File: src/rtl/core/dtw_pkg.sv
// Shared types and constants of the double-tap window detector.
package dtw_pkg;

	localparam int unsigned CODE_W   = 8;
	localparam int unsigned CONF_W   = 17;
	localparam int unsigned RUN_W    = 6;
	localparam int unsigned REFR_W   = 8;
	localparam int unsigned COUNT_W  = 5;
	localparam int unsigned CFG_IDX_W = 2;
	localparam int unsigned CFG_DATA_W = 17;

	localparam logic [CODE_W-1:0] CODE_SINGLE_TAP = 8'd0;

	localparam logic [CFG_IDX_W-1:0] CFG_THRESHOLD = 2'd0;
	localparam logic [CFG_IDX_W-1:0] CFG_TAP_RUN   = 2'd1;
	localparam logic [CFG_IDX_W-1:0] CFG_BLANK_RUN = 2'd2;
	localparam logic [CFG_IDX_W-1:0] CFG_REFRESH   = 2'd3;

	localparam logic [CONF_W-1:0] THRESHOLD_RESET = 17'd39322;
	localparam logic [RUN_W-1:0]  TAP_RUN_RESET   = 6'd1;
	localparam logic [RUN_W-1:0]  BLANK_RUN_RESET = 6'd1;
	localparam logic [REFR_W-1:0] REFRESH_RESET   = 8'd6;

	localparam logic [COUNT_W-1:0] DOUBLE_TAP_MIN = 5'd2;

	typedef struct packed {
		logic start;
	} scan_ctrl_t;

	typedef struct packed {
		logic               done;
		logic [COUNT_W-1:0] found;
	} scan_stat_t;

endpackage

File: src/rtl/core/dtw_verdict_if.sv
// Handshake channel that carries one classifier verdict.
interface dtw_verdict_if import dtw_pkg::*; ();
	logic              valid;
	logic              ready;
	logic [CODE_W-1:0] class_code;
	logic [CONF_W-1:0] confidence;

	modport source (output valid, output class_code, output confidence, input ready);
	modport sink (input valid, input class_code, input confidence, output ready);
endinterface

File: src/rtl/core/dtw_result_if.sv
// Handshake channel that carries one detection result.
interface dtw_result_if import dtw_pkg::*; ();
	logic               valid;
	logic               ready;
	logic [COUNT_W-1:0] tap_total;
	logic               double_tap;

	modport source (output valid, output tap_total, output double_tap, input ready);
	modport sink (input valid, input tap_total, input double_tap, output ready);
endinterface

File: src/rtl/core/double_tap_window_detector.sv
// Top level of the double-tap window detector: configuration, window, sequencer and output.
// Each verdict transfer shifts one tap bit into the window. An item that is no tap, or that
// arrives while recognition is disabled, produces a zero count and goes from the idle state
// through the finish state back to idle. A scanned item also passes the scan state, where the
// scanner steps through one window entry per cycle. The result sits in an output
// register, so the next verdict is taken while the previous result waits for its transfer.
module double_tap_window_detector import dtw_pkg::*; #(
	parameter int unsigned WINDOW_DEPTH = 6
) (
	input  logic                  clk,
	input  logic                  arst_n,
	dtw_verdict_if.sink           verdict,
	dtw_result_if.source          result,
	input  logic                  cfg_we,
	input  logic [CFG_IDX_W-1:0]  cfg_index,
	input  logic [CFG_DATA_W-1:0] cfg_data
);

	typedef enum logic [2:0] {
		ST_IDLE   = 3'b001,
		ST_SCAN   = 3'b010,
		ST_FINISH = 3'b100
	} state_t;

	state_t                  state_q;
	logic [CONF_W-1:0]       threshold_q;
	logic [RUN_W-1:0]        tap_len_q;
	logic [RUN_W-1:0]        blank_len_q;
	logic [REFR_W-1:0]       refresh_len_q;
	logic [WINDOW_DEPTH-1:0] window_q;
	logic                    enabled_q;
	logic [REFR_W-1:0]       refresh_cnt_q;
	logic [COUNT_W-1:0]      count_q;
	logic                    out_valid_q;
	logic [COUNT_W-1:0]      out_count_q;
	logic                    out_double_q;

	logic       accept;
	logic       is_tap;
	logic       load_out;
	scan_ctrl_t scan_ctrl;
	scan_stat_t scan_stat;

	assign verdict.ready   = (state_q == ST_IDLE);
	assign accept          = verdict.valid && verdict.ready;
	assign is_tap          = (verdict.class_code == CODE_SINGLE_TAP)
	                         && (verdict.confidence >= threshold_q);
	assign scan_ctrl.start = accept && is_tap && enabled_q;
	assign load_out        = (state_q == ST_FINISH) && (!out_valid_q || result.ready);

	dtw_scan #(
		.WINDOW_DEPTH(WINDOW_DEPTH)
	) u_scan (
		.clk       (clk),
		.arst_n    (arst_n),
		.ctrl      (scan_ctrl),
		.window    (window_q),
		.tap_len   (tap_len_q),
		.blank_len (blank_len_q),
		.stat      (scan_stat)
	);

	always_ff @(posedge clk or negedge arst_n) begin
		if (!arst_n) begin
			threshold_q   <= THRESHOLD_RESET;
			tap_len_q     <= TAP_RUN_RESET;
			blank_len_q   <= BLANK_RUN_RESET;
			refresh_len_q <= REFRESH_RESET;
		end else if (cfg_we) begin
			unique case (cfg_index)
				CFG_THRESHOLD: threshold_q   <= cfg_data;
				CFG_TAP_RUN:   tap_len_q     <= cfg_data[RUN_W-1:0];
				CFG_BLANK_RUN: blank_len_q   <= cfg_data[RUN_W-1:0];
				CFG_REFRESH:   refresh_len_q <= cfg_data[REFR_W-1:0];
				default: ;
			endcase
		end
	end

	always_ff @(posedge clk or negedge arst_n) begin
		if (!arst_n) begin
			state_q       <= ST_IDLE;
			window_q      <= '0;
			enabled_q     <= 1'b0;
			refresh_cnt_q <= '0;
			count_q       <= '0;
		end else begin
			unique case (state_q)
				ST_IDLE: begin
					if (accept) begin
						window_q <= {window_q[WINDOW_DEPTH-2:0], is_tap};
						count_q  <= '0;
						if (!enabled_q) begin
							if (refresh_cnt_q >= refresh_len_q) begin
								refresh_cnt_q <= '0;
								enabled_q     <= 1'b1;
							end else begin
								refresh_cnt_q <= refresh_cnt_q + REFR_W'(1);
							end
						end
						state_q <= scan_ctrl.start ? ST_SCAN : ST_FINISH;
					end
				end
				ST_SCAN: begin
					if (scan_stat.done) begin
						count_q <= scan_stat.found;
						if (scan_stat.found >= DOUBLE_TAP_MIN) begin
							enabled_q <= 1'b0;
						end
						state_q <= ST_FINISH;
					end
				end
				ST_FINISH: begin
					if (load_out) begin
						state_q <= ST_IDLE;
					end
				end
				default: state_q <= ST_IDLE;
			endcase
		end
	end

	always_ff @(posedge clk or negedge arst_n) begin
		if (!arst_n) begin
			out_valid_q <= 1'b0;
		end else if (load_out) begin
			out_valid_q <= 1'b1;
		end else if (result.ready) begin
			out_valid_q <= 1'b0;
		end
	end

	always_ff @(posedge clk) begin
		if (load_out) begin
			out_count_q  <= count_q;
			out_double_q <= (count_q >= DOUBLE_TAP_MIN);
		end
	end

	assign result.valid      = out_valid_q;
	assign result.tap_total  = out_count_q;
	assign result.double_tap = out_double_q;

	assert property (@(posedge clk) disable iff (!arst_n) scan_stat.done |-> state_q == ST_SCAN)
		else $error("scan finished outside the scan state");
	assert property (@(posedge clk) disable iff (!arst_n) accept |=> state_q != ST_IDLE)
		else $error("sequencer stayed idle after a verdict transfer");
	assert property (@(posedge clk) disable iff (!arst_n)
		(state_q == ST_FINISH && count_q >= DOUBLE_TAP_MIN) |-> !enabled_q)
		else $error("recognition still enabled after a double tap");
	assert property (@(posedge clk) disable iff (!arst_n)
		result.valid |-> result.double_tap == (result.tap_total >= DOUBLE_TAP_MIN))
		else $error("double tap flag disagrees with the tap total");

endmodule

File: src/rtl/core/dtw_scan.sv
// Window scanner that walks the tap window one entry per cycle and counts separated taps.
module dtw_scan import dtw_pkg::*; #(
	parameter int unsigned WINDOW_DEPTH = 6
) (
	input  logic                    clk,
	input  logic                    arst_n,
	input  scan_ctrl_t              ctrl,
	input  logic [WINDOW_DEPTH-1:0] window,
	input  logic [RUN_W-1:0]        tap_len,
	input  logic [RUN_W-1:0]        blank_len,
	output scan_stat_t              stat
);

	localparam int unsigned IDX_W = $clog2(WINDOW_DEPTH);
	localparam logic [IDX_W-1:0] IDX_LAST = IDX_W'(WINDOW_DEPTH - 1);

	logic               busy_q;
	logic               done_q;
	logic [IDX_W-1:0]   idx_q;
	logic [RUN_W-1:0]   tap_run_q;
	logic [RUN_W-1:0]   blank_run_q;
	logic               want_tap_q;
	logic [COUNT_W-1:0] found_q;

	logic               bit_cur;
	logic [RUN_W-1:0]   tap_inc;
	logic [RUN_W-1:0]   blank_inc;
	logic [RUN_W-1:0]   tap_run_d;
	logic [RUN_W-1:0]   blank_run_d;
	logic               want_tap_d;
	logic [COUNT_W-1:0] found_d;

	assign bit_cur   = window[idx_q];
	assign tap_inc   = tap_run_q + RUN_W'(1);
	assign blank_inc = blank_run_q + RUN_W'(1);

	always_comb begin
		tap_run_d   = '0;
		blank_run_d = '0;
		want_tap_d  = want_tap_q;
		found_d     = found_q;
		priority if (bit_cur && want_tap_q) begin
			if (tap_inc >= tap_len) begin
				want_tap_d = 1'b0;
				found_d    = found_q + COUNT_W'(1);
			end else begin
				tap_run_d = tap_inc;
			end
		end else if (!bit_cur && !want_tap_q) begin
			if (blank_inc >= blank_len) begin
				want_tap_d = 1'b1;
			end else begin
				blank_run_d = blank_inc;
			end
		end else begin
			tap_run_d   = '0;
			blank_run_d = '0;
		end
	end

	always_ff @(posedge clk or negedge arst_n) begin
		if (!arst_n) begin
			busy_q      <= 1'b0;
			done_q      <= 1'b0;
			idx_q       <= '0;
			tap_run_q   <= '0;
			blank_run_q <= '0;
			want_tap_q  <= 1'b1;
			found_q     <= '0;
		end else if (ctrl.start) begin
			busy_q      <= 1'b1;
			done_q      <= 1'b0;
			idx_q       <= '0;
			tap_run_q   <= '0;
			blank_run_q <= '0;
			want_tap_q  <= 1'b1;
			found_q     <= '0;
		end else if (busy_q) begin
			tap_run_q   <= tap_run_d;
			blank_run_q <= blank_run_d;
			want_tap_q  <= want_tap_d;
			found_q     <= found_d;
			idx_q       <= idx_q + IDX_W'(1);
			if (idx_q == IDX_LAST) begin
				busy_q <= 1'b0;
				done_q <= 1'b1;
			end
		end else begin
			done_q <= 1'b0;
		end
	end

	assign stat.done  = done_q;
	assign stat.found = found_q;

	assert property (@(posedge clk) disable iff (!arst_n) done_q |-> !busy_q)
		else $error("scan done while still busy");
	assert property (@(posedge clk) disable iff (!arst_n) done_q |=> !done_q)
		else $error("scan done held longer than one cycle");
	assert property (@(posedge clk) disable iff (!arst_n) ctrl.start |=> busy_q && idx_q == '0)
		else $error("scan did not start at the first entry");

endmodule
File: src/flat_wrapper.sv
// flat-port wrapper written by rule: the top's interface ports become plain ports
module double_tap_window_detector_flat import dtw_pkg::*;
#(
	parameter int unsigned WINDOW_DEPTH = 6
)
  (clk, arst_n, cfg_we, cfg_index, cfg_data, verdict_valid, verdict_class_code, verdict_confidence, verdict_ready, result_valid, result_tap_total, result_double_tap, result_ready);
  dtw_verdict_if verdict_i ();
  dtw_result_if result_i ();
  input  logic clk;
  input  logic arst_n;
  input  logic cfg_we;
  input  logic [CFG_IDX_W-1:0] cfg_index;
  input  logic [CFG_DATA_W-1:0] cfg_data;
  input wire logic [$bits(verdict_i.valid)-1:0] verdict_valid;
  input wire logic [$bits(verdict_i.class_code)-1:0] verdict_class_code;
  input wire logic [$bits(verdict_i.confidence)-1:0] verdict_confidence;
  output wire logic [$bits(verdict_i.ready)-1:0] verdict_ready;
  output wire logic [$bits(result_i.valid)-1:0] result_valid;
  output wire logic [$bits(result_i.tap_total)-1:0] result_tap_total;
  output wire logic [$bits(result_i.double_tap)-1:0] result_double_tap;
  input wire logic [$bits(result_i.ready)-1:0] result_ready;
  assign verdict_i.valid = verdict_valid;
  assign verdict_i.class_code = verdict_class_code;
  assign verdict_i.confidence = verdict_confidence;
  assign verdict_ready = verdict_i.ready;
  assign result_valid = result_i.valid;
  assign result_tap_total = result_i.tap_total;
  assign result_double_tap = result_i.double_tap;
  assign result_i.ready = result_ready;
  double_tap_window_detector #(.WINDOW_DEPTH(WINDOW_DEPTH)) u_core (.clk(clk), .arst_n(arst_n), .verdict(verdict_i), .result(result_i), .cfg_we(cfg_we), .cfg_index(cfg_index), .cfg_data(cfg_data));
endmodule
File: config.mk
export PLATFORM = sky130hd
export DESIGN_NAME = double_tap_window_detector_flat
export DESIGN_NICKNAME = d
export VERILOG_FILES = /design/src/rtl/core/dtw_pkg.sv /design/src/rtl/core/dtw_verdict_if.sv /design/src/rtl/core/dtw_result_if.sv /design/src/rtl/core/double_tap_window_detector.sv /design/src/rtl/core/dtw_scan.sv /design/src/flat_wrapper.sv
export SDC_FILE = /design/constraint.sdc
export NUM_CORES = 1
export LEC_CHECK = 0
export BUFFER_PORTS_ARGS = -buffer_cell sky130_fd_sc_hd__buf_2
export CORE_UTILIZATION = 35
export DETAILED_ROUTE_END_ITERATION = 8
export GPL_ROUTABILITY_DRIVEN = 0
export SLEW_MARGIN = 20
export SYNTH_ARGS = -nofsm -noshare
export SYNTH_HDL_FRONTEND = slang
export SYNTH_HIERARCHICAL = 1
export SYNTH_SLANG_ARGS = --single-unit
File: constraint.sdc
create_clock -name clk -period 3.3 [get_ports clk]
set_input_delay 0 -clock clk [delete_from_list [all_inputs] [get_ports clk]]
set_output_delay 0 -clock clk [all_outputs]
set_load 0.02 [all_outputs]
==> impl_results.md, run 1 <==
- Status: finished clean
- RSZ-0062 raised after global routing: false
- Area contributors post-synth: dfrtp_1 36%, ha_1 11%, dfstp_2 7.5%
- Cells after Synth: a little under 500
- First-pass GRT wire length: 17300 um
- Cells after DPL: roughly 700
- Static Leak: approximately 0.0028 uW
- Pre-antenna DRT Iters: 4
- Largest net degree at the start of global routing: 73
- Final wirelength: about 10000 um
- Die width: around 120 um
- DRC: 0
- Clock period minus worst slack: roughly 3000 ps
- Post-synthesis compound-gate area fraction: 0.136
- Antenna violations before repair: 0
- Largest family of logic cells by synthesized area: simple AND/OR/NAND/NOR gates
- Simple-gate portion of the synthesized area: 0.153
- Largest fanout on the critical path: 11
- Worst VDD drop: between 0.0003 and 0.0004 V
- Vias in the first global route: 3784
- R2R setup slack: approximately 280 ps
- Crit path kind: flip-flop to flip-flop
- Yosys cell types: 53
- Worst-Skew Late Latency: around 360 ps
- Cell row count: 42
- Mux cell area share after synthesis: 0.0681
- Number of synthesized register bits: 90
- Clock power share: 0.369
- Max Freq: 331 MHz
- Max Slew Vio Count: 0
- Maximum root-to-sink buffer count: 2
- Post-route clock period utilization: 0.915
- Final #Nets: around 660
- Num ports: 57
- Syn nets: 579
- Final setup violating endpoints: 0
- DP Area: 0.00544 mm^2
- Fill count: between 1000 and 1500
- Total CTS buffers: 9
- CP Launch Type: flip-flop
- CTS Root Cell: clkbuf_16
- Core Box Area: ~0.014 mm^2
- Seq/Total Area, Yosys: 0.467
- Worst slew pin tran: about 900 ps
- Cell accounting for the most synthesized area: dfrtp_1
- Clock sinks: 90
- Final Cell Area: just under 0.006 mm^2
- Drt initial violations: 72
- Worst EP arrival: between 3000 and 4000 ps
- CTS tree: yes
- Switching Fraction: 0.277
- Max Cap Viol: 0
- NetSw: a little under 800 uW
- Cell Area, Synth: roughly 0.005 mm^2
- Layout cell share with drive strength beyond 1: 0.243
- Ys Warns: 6
- Pint: roughly 2000 uW
- Tot GR Track Use: 0.152
- Worst Path Required: around 3600 ps
- Clk_skew: 11.2 ps
- Detailed Place HPWL: between 7000 and 8000 um
- Max-slew headroom: 0.385
- ANT cells: 0
- Starting Density: 0.365
- Most frequent cells in the layout: 70 x dfrtp_1, 61 x nand2_1, 55 x buf_2, 49 x inv_1, 43 x ha_1
- Port-buffer cells: 56
- H-tree Lvls: 3
- Fin Setup TNS: 0 ps
- Final ANT Viol Nets: 0
- Fin cells: between 700 and 800
- Total number of vias: around 3700
- Fraction of registers with async set/reset: 0.933
- Top_reg_cell synth: dfrtp_1
- Pre-CTS setup slack: 217 ps
- Overflow after GRT: 0
- EDFF count, synth: 6
- Post-Synth XOR/XNOR Area: 0.0178
- P&R area growth vs syn: 20.6%
- Mean Syn Cell Area: roughly 10 um^2
- Hold crit path type: input pin to flip-flop
- Full die area: approximately 0.015 mm^2
- Pwr Density: 480 mW/mm^2
- Avg Vias per Cell: between 4 and 5
- Logic pwr share: 0.178
- Post-Synth Adder-Cell Area: 0.109
- Share of power burned in registers: 0.453
- Clock Pin Slew Worst Setup and Hold Paths: 70 ps
- Worst setup EP type: flip-flop
- Most common cell after layout, fill and taps aside: dfrtp_1
- Hold slack: ~26 ps
- Drt wl/cell: between 10 and 15 um
- Endpoints failing hold: 0
- Worst setup margin: approximately 280 ps
- Area fraction of the dominant cell type after synthesis: 0.356
- Die height: 121 um
through the flow:
stage | total power, uW | util
after floorplan | 1640 | -
after global placement | 1770 | 0.403
after detailed placement | 1800 | 0.403
after CTS | 2880 | 0.439
after global routing | 3000 | 0.440
final | 2850 | 0.440
layout make-up:
| cell class | count | area [um^2] | share of cell area |
|---|---|---|---|
| Multi-Input combinational cell | 334 | 2400 | 0.404 |
| Timing Repair Buffer | 83 | 533 | 0.0897 |
| Tap cell | 176 | 220 | 0.0371 |
| Clock buffer | 9 | 225 | 0.0379 |
| Sequential cell | 90 | 2300 | 0.387 |
| Inverter | 49 | 184 | 0.0310 |
| Clock inverter | 7 | 77.6 | 0.0131 |
cell usage after synthesis (all sizes together) (2+ instances only):
cell type and instances:
a21o 5, xnor2 5, xor2 5, o311ai 7, or3 4, nor2b 9, o211ai 7, ha 43
nand2b 6, o21a 2, or2 5, clkbuf 12, mux2 26, dfstp 14, edfxtp 6, nand2 61
nor2 18, nand3b 4, nor3 5, a21oi 14, dfrtp 70, nor3b 3, nand3 19, nor4 4
inv 49, mux2i 2, a221o 2, a211oi 3, buf 2, and2 4, nand4 6, o21ai 50
a211o 3
logic make-up after synthesis:
| logic type | Yosys count |
|---|---|
| compound gates | 100 |
| xor+xnor | 10 |
| fa+ha+maj | 43 |
| buf+inv | 63 |
| flops | 90 |
| mux | 29 |
| simple gates | 152 |
layer usage:
metal | global-route usage | share of wire | vias to the layer above
li1 | - | - | 1868
met1 | 0.186 | 0.48 | 1786
met2 | 0.262 | 0.48 | 47
met3 | 0.0311 | 0.027 | 7
met4 | 0.0625 | 0.013 | 0
met5 | 0 | 0 | -
state kept, by name (all words and copies together) (netlist names), 6 cells and up:
register and count:
u_core/u_scan/tap_run_q 6, u_core/tap_len_q 6, u_core/window_q 6, u_core/refresh_cnt_q 8, u_core/refresh_len_q 8, u_core/blank_len_q 6
u_core/u_scan/blank_run_q 6, u_core/threshold_q 17
final timing paths:
check                                                  end                    from  cells after the start
worst min register to register  u_core/result.tap_total[2]       u_core/count_q[2]                      0
worst min-delay path                     u_core/state_q[0]           verdict_valid                      4
worst max-delay path            u_core/u_scan/tap_run_q[1]  u_core/threshold_q[12]                     13
max in group asynchronous            u_core/threshold_q[1]                  arst_n                      3
worst max register to register  u_core/u_scan/tap_run_q[1]  u_core/threshold_q[12]                     13
min in group asynchronous          u_core/refresh_cnt_q[5]                  arst_n                      2
critical path: stages, from the launching register on:
cell,delay [ps]
dfstp_2,520
inv_1,40
ha_1,300
a21oi_1,170
o21ai_0,110
nor4_1,260
a211oi_1,130
buf_4,170
and2_1,160
a211o_1,260
a41oi_4,360
buf_4,230
nand3_1,90
o21ai_0,140
timing repair:
action / CTS / global route
hold buffers: 19 / 0
endpoints found under the setup margin: 0 / 5
buffers inserted: 0 / 0
endpoints found under the hold margin: 97 / 0
gates resized for setup: 0 / 1
power groups by stage:
stage | Sequential [uW] | Combinational, uW | Clock (uW)
4_1_cts | 1290 | 508 | 1090
3_5_place_dp | 1310 | 487 | 0
5_1_grt | 1300 | 584 | 1110
6_report | 1290 | 506 | 1050
2_1_floorplan | 1300 | 342 | 0
3_3_place_gp | 1310 | 465 | 0
Power figures use the tool's default switching activity.
==> run 2: changes to the inputs <==
--- a/config.mk
+++ b/config.mk
@@ -6,9 +6,10 @@
 export NUM_CORES = 1
 export LEC_CHECK = 0
 export BUFFER_PORTS_ARGS = -buffer_cell sky130_fd_sc_hd__buf_2
-export CORE_UTILIZATION = 35
+export CORE_UTILIZATION = 25
 export DETAILED_ROUTE_END_ITERATION = 8
 export GPL_ROUTABILITY_DRIVEN = 0
+export REMOVE_ABC_BUFFERS = 1
 export SLEW_MARGIN = 20
 export SYNTH_ARGS = -nofsm -noshare
 export SYNTH_HDL_FRONTEND = slang
==> run 2 against run 1 <==
  * Sequential power about the same
  * Register-to-register slack worse by 30 ps
  * Setup slack got worse by 33 ps
  * Total power is 1.1% higher
  * Critical endpoint is now u_core/u_scan/found_q[4]
  * Largest power group unchanged
==> impl_results.md, run 2 (synthesis gave the netlist of run 1 again) <==
- Worst setup EP type: flip-flop
- Largest net degree at the start of global routing: 69
- CP bufs+invs: 1
- Register with the most flip-flops: u_core/threshold_q
- Maximum root-to-sink buffer count: 2
- Critical Path, Cell by Cell: inv_1, ha_1, nand4_1, o21ai_0, nor4_1, a211oi_1, and2_1, a211o_1, a41oi_2, or3_1, o311ai_0
- Max-slew headroom: 0.349
- Worst slew pin tran: about 1000 ps
- Antenna violations before repair: 0
- Starting Density: 0.259
- Worst path slowest cell: dfstp_2
- Hold crit path type: input pin to flip-flop
- Clock period minus worst slack: a little over 3000 ps
- Num ports: 57
- P&R area growth vs syn: 22.6%
- Clock sinks: 90
- Total number of vias: ~3700
- Post-route clock period utilization: 0.925
- Worst EP arrival: 3260 ps
- Largest stage delay, worst path: about 520 ps
- Crit path kind: flip-flop to flip-flop
- Tot Pwr: ~2900 uW
- Final ANT Viol Nets: 0
- Pre-antenna DRT Iters: 5
- CTS tree: yes
- ANT cells: 0
- Die width: roughly 140 um
- Final #Nets: 658
- Endpoints failing hold: 0
- Overflow after GRT: 0
- Worst-Skew Late Latency: 350 ps
- Cell row count: 50
- Static Leak: 0.00281 uW
- H-tree Lvls: 3
- Crit Reg-Reg Startpoint: u_core/threshold_q[8]
- Most frequent cells in the layout: 70 x dfrtp_1, 61 x nand2_1, 55 x buf_2, 49 x inv_1, 43 x ha_1
- Final Cell Area: just over 0.006 mm^2
- Max Slew Vio Count: 0
- Worst setup startpoint: u_core/threshold_q[8]
- Full die area: slightly above 0.02 mm^2
- RSZ-0062 raised after global routing: false
- Drt initial violations: 130
- Fin Setup TNS: 0 ps
- Core Box Area: roughly 0.019 mm^2
- First-pass GRT wire length: about 17000 um
- Largest delay contributor family on the critical path: compound AO/OA/AOI/OAI gates
- Worst VDD drop: between 0.0003 and 0.0004 V
- Max Cap Viol: 0
- Die height: 142 um
- Avg Vias per Cell: about 4.5
- Detailed Place HPWL: about 7400 um
- Port-buffer cells: 56
- CP Launch Type: flip-flop
- DRC: 0
- CTS Root Cell: clkbuf_16
- Final setup violating endpoints: 0
- Layout cell share with drive strength beyond 1: 0.238
- Pwr Density: 477 mW/mm^2
- Final wirelength: roughly 10000 um
- Hold_sp: verdict_valid
- DP Area: about 0.0055 mm^2
- Largest fanout on the critical path: 5
- Max Freq: 328 MHz
- Most common cell after layout, fill and taps aside: dfrtp_1
- Clk_skew: 9.64 ps
- Largest regs: u_core/threshold_q: 17 flops, u_core/refresh_cnt_q: 8 flops, u_core/refresh_len_q: 8 flops
- Clock Pin Slew Worst Setup and Hold Paths: ~60 ps
- Worst Path Required: 3500 ps
- Tot GR Track Use: 0.109
- Drt wl/cell: between 10 and 15 um
- Vias in the first global route: roughly 3600
- Max FFs per register: 17
- Total CTS buffers: 9
- Status: finished clean
[run 2: layer usage]
metal / part of all wire / vias up / GRT usage
met3: 0.033 / 9 / 0.0286
li1: - / 1863 / -
met4: 0.013 / 0 / 0.0402
met1: 0.45 / 1805 / 0.136
met5: 0 / - / 0
met2: 0.50 / 59 / 0.181
[run 2: worst paths after layout]
check	cells after the start	slack, ps	end
setup / recovery	11	250	u_core/u_scan/found_q[4]
hold / removal	4	50	u_core/state_q[0]
setup reg to reg	11	250	u_core/u_scan/found_q[4]
hold reg to reg	0	450	u_core/result.tap_total[2]
max in group asynchronous	3	2140	u_core/state_q[0]
min in group asynchronous	2	320	u_core/threshold_q[9]
[run 2: area by class of cell]
| type | instances | area [um^2] |
|---|---|---|
| Multi-Input combinational cell | 334 | 2390 |
| Sequential cell | 90 | 2300 |
| Clock inverter | 4 | 76.3 |
| Inverter | 49 | 184 |
| Timing Repair Buffer | 82 | 526 |
| Clock buffer | 12 | 236 |
| Tap cell | 260 | 325 |
| Fill cell | 1994 | 13000 |
[run 2: tightest hold or removal path, stage by stage]
cell	delay (ps)
buf_2	90
nand2_1	60
o22ai_1	130
o21ai_0	90
[run 2: repair_timing]
item	in CTS	in global routing
setup endpoints to repair	0	1
buffers inserted	0	0
hold buffers	19	0
gates resized for setup	0	1
endpoints found under the hold margin	92	0
[run 2: per-stage QoR]
stage	instances	hold slack, ps	setup WS, ps	util
2_1_floorplan	473	-296	339	-
6_report	831	46.6	249	0.318
5_1_grt	831	95.6	42.9	0.318
4_1_cts	831	44.5	215	0.317
3_5_place_dp	796	186	228	0.291
3_3_place_gp	796	182	269	0.291
[run 2: where the power goes]
group / switching, uW / total, uW / internal (uW)
Sequential: 54.4 / 1290 / 1230
Clock: 426 / 1090 / 666
Combinational: 267 / 501 / 234
